`src/rtl/earliest_free_worker_scheduler_unit_macros.svh`:
```
// Assertion helpers shared by the scheduler RTL.
`ifndef EARLIEST_FREE_WORKER_SCHEDULER_UNIT_MACROS_SVH
`define EARLIEST_FREE_WORKER_SCHEDULER_UNIT_MACROS_SVH

// Check a property on every clock edge outside reset.
`define EFWS_ASSERT(lbl, prop, msg) \
  lbl: assert property (@(posedge clk_i) disable iff (!rst_ni) (prop)) else $error(msg);

// Check a property on every clock edge, reset included.
`define EFWS_ASSERT_ALWAYS(lbl, prop, msg) \
  lbl: assert property (@(posedge clk_i) (prop)) else $error(msg);

`endif

```
`src/rtl/efws_pkg.sv`:
```
package efws_pkg;

  // Built worker count and the widths that follow from the item fields.
  localparam int unsigned MAX_WORKERS = 16;
  localparam int unsigned ADDR_W      = $clog2(MAX_WORKERS);
  localparam int unsigned WIDX_W      = 4;
  localparam int unsigned CNT_W       = 5;
  localparam int unsigned DUR_W       = 31;
  localparam int unsigned TIME_W      = 63;

  typedef logic [TIME_W-1:0] time_t;
  typedef logic [DUR_W-1:0]  dur_t;
  typedef logic [CNT_W-1:0]  cnt_t;

endpackage

```
`src/rtl/earliest_free_worker_scheduler_unit.sv`:
```
// Channel | Direction | Handshake              | Payload
// --------+-----------+------------------------+------------------------------
// in      | input     | in_valid_i / in_stall_o | job_duration_i (31 bits)
// out     | output    | out_valid_o / out_stall_i | worker_index_o, start_time_o
// cfg     | input     | cfg_we_i               | cfg_wdata_i (worker count)
//
// A job that starts a fresh worker goes from acceptance straight to S_DONE.
// Any other job first sweeps every started worker in S_SCAN, then S_UPD:
// the single read port of the finish-time memory is swept once per job.
// One job is in work at a time; the next job is taken while a result still
// waits in the output register.
// Reset clears the control state and sets the worker count to one; the
// finish-time memory is not cleared, since only written entries are read.

`include "earliest_free_worker_scheduler_unit_macros.svh"

module earliest_free_worker_scheduler_unit (
  input  logic                           clk_i,
  input  logic                           rst_ni,
  // configuration
  input  logic                           cfg_we_i,
  input  logic [efws_pkg::CNT_W-1:0]     cfg_wdata_i,
  // job input
  input  logic                           in_valid_i,
  output logic                           in_stall_o,
  input  logic [efws_pkg::DUR_W-1:0]     job_duration_i,
  // result output
  output logic                           out_valid_o,
  input  logic                           out_stall_i,
  output logic [efws_pkg::WIDX_W-1:0]    worker_index_o,
  output logic [efws_pkg::TIME_W-1:0]    start_time_o
);

  // Sequencer codes.
  localparam logic [1:0] S_IDLE = 2'd0;  // wait for a job
  localparam logic [1:0] S_SCAN = 2'd1;  // sweep finish times for the minimum
  localparam logic [1:0] S_UPD  = 2'd2;  // write back the new finish time
  localparam logic [1:0] S_DONE = 2'd3;  // hand the result to the output register

  localparam int unsigned AW = efws_pkg::ADDR_W;

  logic [1:0]            state_q, state_d;
  efws_pkg::cnt_t        wcount_q;
  efws_pkg::cnt_t        started_q, started_d;
  efws_pkg::cnt_t        eff_count;
  efws_pkg::dur_t        dur_q, dur_d;
  logic [AW-1:0]         rd_idx_q, rd_idx_d;
  efws_pkg::time_t       min_q, min_d;
  logic [AW-1:0]         chosen_q, chosen_d;
  logic                  out_valid_q;
  logic [efws_pkg::WIDX_W-1:0] out_idx_q;
  efws_pkg::time_t       out_time_q;

  // Finish-time memory: one write port, one registered read port.
  efws_pkg::time_t       mem_q [efws_pkg::MAX_WORKERS];
  efws_pkg::time_t       rdata_q;
  logic [AW-1:0]         rd_addr;
  logic                  wr_en;
  logic [AW-1:0]         wr_addr;
  efws_pkg::time_t       wr_data;

  logic                  in_accept;
  logic                  out_free;
  logic                  scan_last;
  logic                  take_min;
  efws_pkg::time_t       finish_sum;

  assign in_accept = in_valid_i && (state_q == S_IDLE);
  assign in_stall_o = (state_q != S_IDLE);
  assign out_free = !out_valid_q || !out_stall_i;

  // Zero counts as one worker; anything past the built count saturates.
  always_comb begin
    if (wcount_q == '0) begin
      eff_count = efws_pkg::cnt_t'(1);
    end else if (wcount_q > efws_pkg::cnt_t'(efws_pkg::MAX_WORKERS)) begin
      eff_count = efws_pkg::cnt_t'(efws_pkg::MAX_WORKERS);
    end else begin
      eff_count = wcount_q;
    end
  end

  // Data in rdata_q belongs to entry rd_idx_q during the sweep.
  assign scan_last  = (efws_pkg::cnt_t'(rd_idx_q) + efws_pkg::cnt_t'(1)) == started_q;
  assign take_min   = (rd_idx_q == '0) || (rdata_q < min_q);
  assign finish_sum = min_q + efws_pkg::time_t'(dur_q);

  always_comb begin
    state_d   = state_q;
    started_d = started_q;
    dur_d     = dur_q;
    rd_idx_d  = rd_idx_q;
    min_d     = min_q;
    chosen_d  = chosen_q;
    rd_addr   = rd_idx_q + AW'(1);
    wr_en     = 1'b0;
    wr_addr   = chosen_q;
    wr_data   = finish_sum;

    unique case (state_q)
      S_IDLE: begin
        rd_addr = '0;
        if (in_accept) begin
          dur_d = job_duration_i;
          if (started_q < eff_count) begin
            // Start the next fresh worker at time zero.
            chosen_d  = started_q[AW-1:0];
            min_d     = '0;
            started_d = started_q + efws_pkg::cnt_t'(1);
            wr_en     = 1'b1;
            wr_addr   = started_q[AW-1:0];
            wr_data   = efws_pkg::time_t'(job_duration_i);
            state_d   = S_DONE;
          end else begin
            // Entry 0 is being read now; sweep from there.
            rd_idx_d = '0;
            state_d  = S_SCAN;
          end
        end
      end
      S_SCAN: begin
        if (take_min) begin
          min_d    = rdata_q;
          chosen_d = rd_idx_q;
        end
        if (scan_last) begin
          state_d = S_UPD;
        end else begin
          rd_idx_d = rd_idx_q + AW'(1);
        end
      end
      S_UPD: begin
        // Write back ahead of any read of the next job: no overlap possible.
        wr_en   = 1'b1;
        state_d = S_DONE;
      end
      S_DONE: begin
        if (out_free) begin
          state_d = S_IDLE;
        end
      end
      default: begin
        state_d = S_IDLE;
      end
    endcase
  end

  always_ff @(posedge clk_i or negedge rst_ni) begin
    if (!rst_ni) begin
      state_q     <= S_IDLE;
      started_q   <= '0;
      wcount_q    <= efws_pkg::cnt_t'(1);
      out_valid_q <= 1'b0;
    end else begin
      state_q   <= state_d;
      started_q <= started_d;
      if (cfg_we_i) begin
        wcount_q <= cfg_wdata_i;
      end
      if (state_q == S_DONE && out_free) begin
        out_valid_q <= 1'b1;
      end else if (!out_stall_i) begin
        out_valid_q <= 1'b0;
      end
    end
  end

  // Payload registers: no reset.
  always_ff @(posedge clk_i) begin
    dur_q    <= dur_d;
    rd_idx_q <= rd_idx_d;
    min_q    <= min_d;
    chosen_q <= chosen_d;
    if (state_q == S_DONE && out_free) begin
      out_idx_q  <= efws_pkg::WIDX_W'(chosen_q);
      out_time_q <= min_q;
    end
  end

  always_ff @(posedge clk_i) begin
    if (wr_en) begin
      mem_q[wr_addr] <= wr_data;
    end
    rdata_q <= mem_q[rd_addr];
  end

  assign out_valid_o    = out_valid_q;
  assign worker_index_o = out_idx_q;
  assign start_time_o   = out_time_q;

  `EFWS_ASSERT_ALWAYS(a_started_bound, started_q <= efws_pkg::cnt_t'(efws_pkg::MAX_WORKERS), "started workers exceed built count")
  `EFWS_ASSERT(a_scan_in_range, (state_q == S_SCAN) |-> (efws_pkg::cnt_t'(rd_idx_q) < started_q), "sweep reads an unstarted worker")
  `EFWS_ASSERT(a_upd_to_done, (state_q == S_UPD) |=> (state_q == S_DONE), "write-back not followed by result")
  `EFWS_ASSERT(a_chosen_started, (state_q == S_UPD) |-> (efws_pkg::cnt_t'(chosen_q) < started_q), "chosen worker never started")

endmodule
```
`config.mk`:
```
export PLATFORM = sky130hd
export DESIGN_NAME = earliest_free_worker_scheduler_unit
export DESIGN_NICKNAME = d
export VERILOG_FILES = /design/src/rtl/efws_pkg.sv /design/src/rtl/earliest_free_worker_scheduler_unit.sv
export VERILOG_INCLUDE_DIRS = /design/src /design/src/rtl
export SDC_FILE = /design/constraint.sdc
export NUM_CORES = 2
export LEC_CHECK = 0
export BUFFER_PORTS_ARGS = -buffer_cell sky130_fd_sc_hd__buf_2
export CAP_MARGIN = 20
export CORE_ASPECT_RATIO = 0.6
export CORE_MARGIN = 4
export CORE_UTILIZATION = 60
export CTS_CLUSTER_DIAMETER = 60
export DETAILED_ROUTE_END_ITERATION = 10
export PLACE_DENSITY = 0.77
export SETUP_SLACK_MARGIN = 0.1
export SKIP_CTS_REPAIR_TIMING = 1
export SYNTH_ARGS = -nofsm -noshare
export SYNTH_HDL_FRONTEND = slang
export SYNTH_SLANG_ARGS = --single-unit
```
`constraint.sdc`:
```
create_clock -name clk_i -period 9.7 [get_ports clk_i]
set_input_delay 1.94 -clock clk_i [delete_from_list [all_inputs] [get_ports clk_i]]
set_output_delay 1.94 -clock clk_i [all_outputs]
set_load 0.02 [all_outputs]
```
==> results_dict.tcl <==
set metrics [dict create \
    p_seq_share_pct 39.6 \
    required_ns 10.23 \
    cts_root_buffer "clkbuf_16" \
    combPwrFrac_pct 39.4 \
    post-route-period-util_pct 61.19 \
    via_per_inst 6.477 \
    synth-seq-cells 1253 \
    slew_headroom_pct 21.04 \
    syn-mean-instance-area_sq_um 15.34 \
    fp.dieW_um 386.8 \
    end_kind "register" \
    synth_top_cell_area_share_pct 68.43 \
    ys_warn_count 0 \
    cp_max_fo 82 \
    p_int_mw 13.89 \
    p_per_area_nw_per_um2 384.3 \
    place_hpwl_um 77230 \
    start_util_pct 60.43 \
    setup_violations 0 \
    rsz0062_at_grt "no" \
    syn_inst 3368 \
    io_pins 110 \
    die_area_sq_um 90990 \
    p_sw_share_pct 37.65 \
    area_delta_synth_final_pct 12.26 \
    crit_type "register to register" \
    synth_area_sq_um 51650 \
    synth_edf_count 1177 \
    peakVddDrop_mv 0.3659 \
    rows 83 \
    dp.cells 4517 \
    clockPowerShare_pct 20.9 \
    gp_congestion 0.8891 \
    ys_seq_area_share_pct 71.50 \
    layout.cells.non_filler 4750 \
    period_needed_ns 5.935 \
    grt.total_usage_pct 28.32 \
    hp-class "register to register" \
    fin_skew_ns 0.02378 \
    routedWlPerCell_um 27.43 \
    nets 3654 \
    core_area_sq_um 85470 \
    nFillCells 5594 \
    drc 0 \
    synth_fp_nets 3514 \
    cts_tree "yes" \
    worstPathCellList "buf_4, buf_16, buf_4, buf_4, buf_4, buf_4, nor2b_1, a211oi_1, a311oi_1, a211oi_1, a21oi_1" \
    synthFlopType "edfxtp_1" \
    cp_slowest_cell "buf_4" \
    yosysTopAreaCell "edfxtp_1" \
    yosysUniqueCellTypes 76 \
    fin_setup_tns_ns 0 \
    cts_buffers 109 \
    clkTransAtPathRegs_ns 0.07 \
    grt_pass1_vias 30560 \
    slew_violations 0 \
    clock.fmax_mhz 168.5 \
    overflow 0 \
    arrival_ns 6.46 \
    initialDrtViolationCount 4019 \
    final_common_cell "edfxtp_1" \
    cp_common_cell "buf_4" \
    drive_above_1_share_pct 14.27 \
    p_leak_nw 19.98 \
    die_y_um 235.3 \
    synthTopCellsByArea "edfxtp_1 (68%), mux2i_1 (4.8%), mux4_2 (2.8%)" \
    netSwitchingPower_mw 8.390 \
    hold_violations 0 \
    antenna_found_initial 5 \
    vias 30770 \
    cp_num_buf_inv 6 \
    status "complete, no violations" \
    clkSinkCount 1253 \
    ant_nets 0 \
    port_buffers 109 \
    worstMarginPinSlew_ns 1.184 \
    first_pass_iters 6 \
    clock_latency_ns 0.71 \
    grt_max_degree 183 \
    htreeDepth 3 \
    cpPeakStageDelay_ns 0.89 \
    grt_pass1_wl_um 193700 \
    cap_violations 0 \
    routed_wl_um 130300 \
    async_reset_ff_share_pct 1.038 \
    layout.cells.most_common_list "edfxtp_1 (1,177), nand2_1 (322), mux2i_1 (250), a211oi_1 (194), a21oi_1 (151)" \
    crit_family "buffers and inverters" \
    worst_setup_path_start_kind "register" \
    clk_path_buf_depth 3 \
]
-- worst reg2reg max path, delay by kind of cell (launching register included) --
kind	cells	cell delay, ns
buffers and inverters	6	4.41
AO/OA/AOI/OAI	4	0.83
flip-flops	1	0.35
AND/OR/NAND/NOR	1	0.18
-- per-stage QoR --
step | hold slack (ns) | instance area [sq um] | utilization, % | total power, mW | setup WS (ns)
5_1_grt | 0.4830 | 57980 | 67.84 | 23.27 | 3.495
4_1_cts | 0.4770 | 57680 | 67.49 | 22.04 | 3.695
3_3_place_gp | 0.4486 | 53600 | 62.71 | 16.96 | 3.869
2_1_floorplan | 0.4264 | 51650 | - | 14.32 | 2.283
6_report | 0.4690 | 57980 | 67.84 | 22.28 | 3.765
3_5_place_dp | 0.4619 | 53810 | 62.96 | 17.36 | 3.756
-- final timing paths --
path	startpoint	depth (start not counted)	endpoint	slack, ns
worst max-delay path	rd_idx_q[0]$_SDFFCE_PN0P_	11	rdata_q[32]$_DFF_P_	3.76
worst min-delay path	min_q[42]$_SDFFCE_PN0P_	0	start_time_o[42]$_DFFE_PP_	0.47
worst max register to register	rd_idx_q[0]$_SDFFCE_PN0P_	11	rdata_q[32]$_DFF_P_	3.76
worst min register to register	min_q[42]$_SDFFCE_PN0P_	0	start_time_o[42]$_DFFE_PP_	0.47
max in group asynchronous	rst_ni	1	wcount_q[0]$_DFFE_PN1P_	8.27
min in group asynchronous	rst_ni	1	wcount_q[3]$_DFFE_PN0P_	1.13
-- power by group through the flow --
stage                     registers, mW  clock network, mW  logic, mW
after global placement             8.92                  0       8.05
after detailed placement           8.95                  0       8.41
final                              8.83               4.67       8.78
after floorplan                    8.85                  0       5.47
after global routing               8.90               4.96       9.41
after CTS                          8.85               4.71       8.48
-- layer usage --
metal,wire length (um),global-route usage [%]
met3,16040,7.604
met4,4049,9.435
met5,21,0
met2,57310,41.22
met1,52890,41.91
-- layout make-up --
class	instances	area (sq um)	area share, %
multi-input combinational	1849	13860	23.90
clock buffer	158	3187	5.496
timing repair buffer	215	1587	2.736
clock inverter	47	680.7	1.174
inverter	80	300.3	0.5179
antenna	1	2.502	0.004316
sequential	1253	36930	63.70
tap	1147	1435	2.475
-- synth_stat cells (all sizes together) (2+ instances only) --
library cell and instances:
dfrtp 12, nor2 104, mux4 65, nand4 38, a211oi 197, a21oi 155
a211o 6, o21a 6, nand2b 3, a31o 2, a21o 39, nand2 326
dfxtp 63, xnor2 39, or3 5, nand3 27, nor3 15, buf 50
mux2 5, and2 71, xor2 13, o221ai 2, edfxtp 1177, inv 80
and4 3, ha 104, o21bai 5, mux2i 250, o211ai 6, a31oi 74
and3 4, a21boi 4, o21ai 54, o22ai 3, o31ai 7, nor2b 125
or4 2, clkbuf 135, or2 2, nor4 8, a311oi 63, nor3b 3
-- kinds of logic after synthesis --
logic type      Yosys count  share of synthesized area, %
simple gates            739                         6.853
mux                     320                         7.788
fa+ha+maj               105                         2.558
compound gates          633                         8.350
flops                  1253                         71.50
xor+xnor                 52                        0.8818
buf+inv                 266                         2.064
-- flip-flops by register name, summed over array words and instances, names as in the netlist --
register and count:
rd_idx_q 4, dur_q 31, started_q 5, wcount_q 5, rdata_q 63, start_time_o 63
mem_q 1008, state_q 2, min_q 63, worker_index_o 4, chosen_q 4, out_valid_o 1
(Power assumes the default switching activity.)
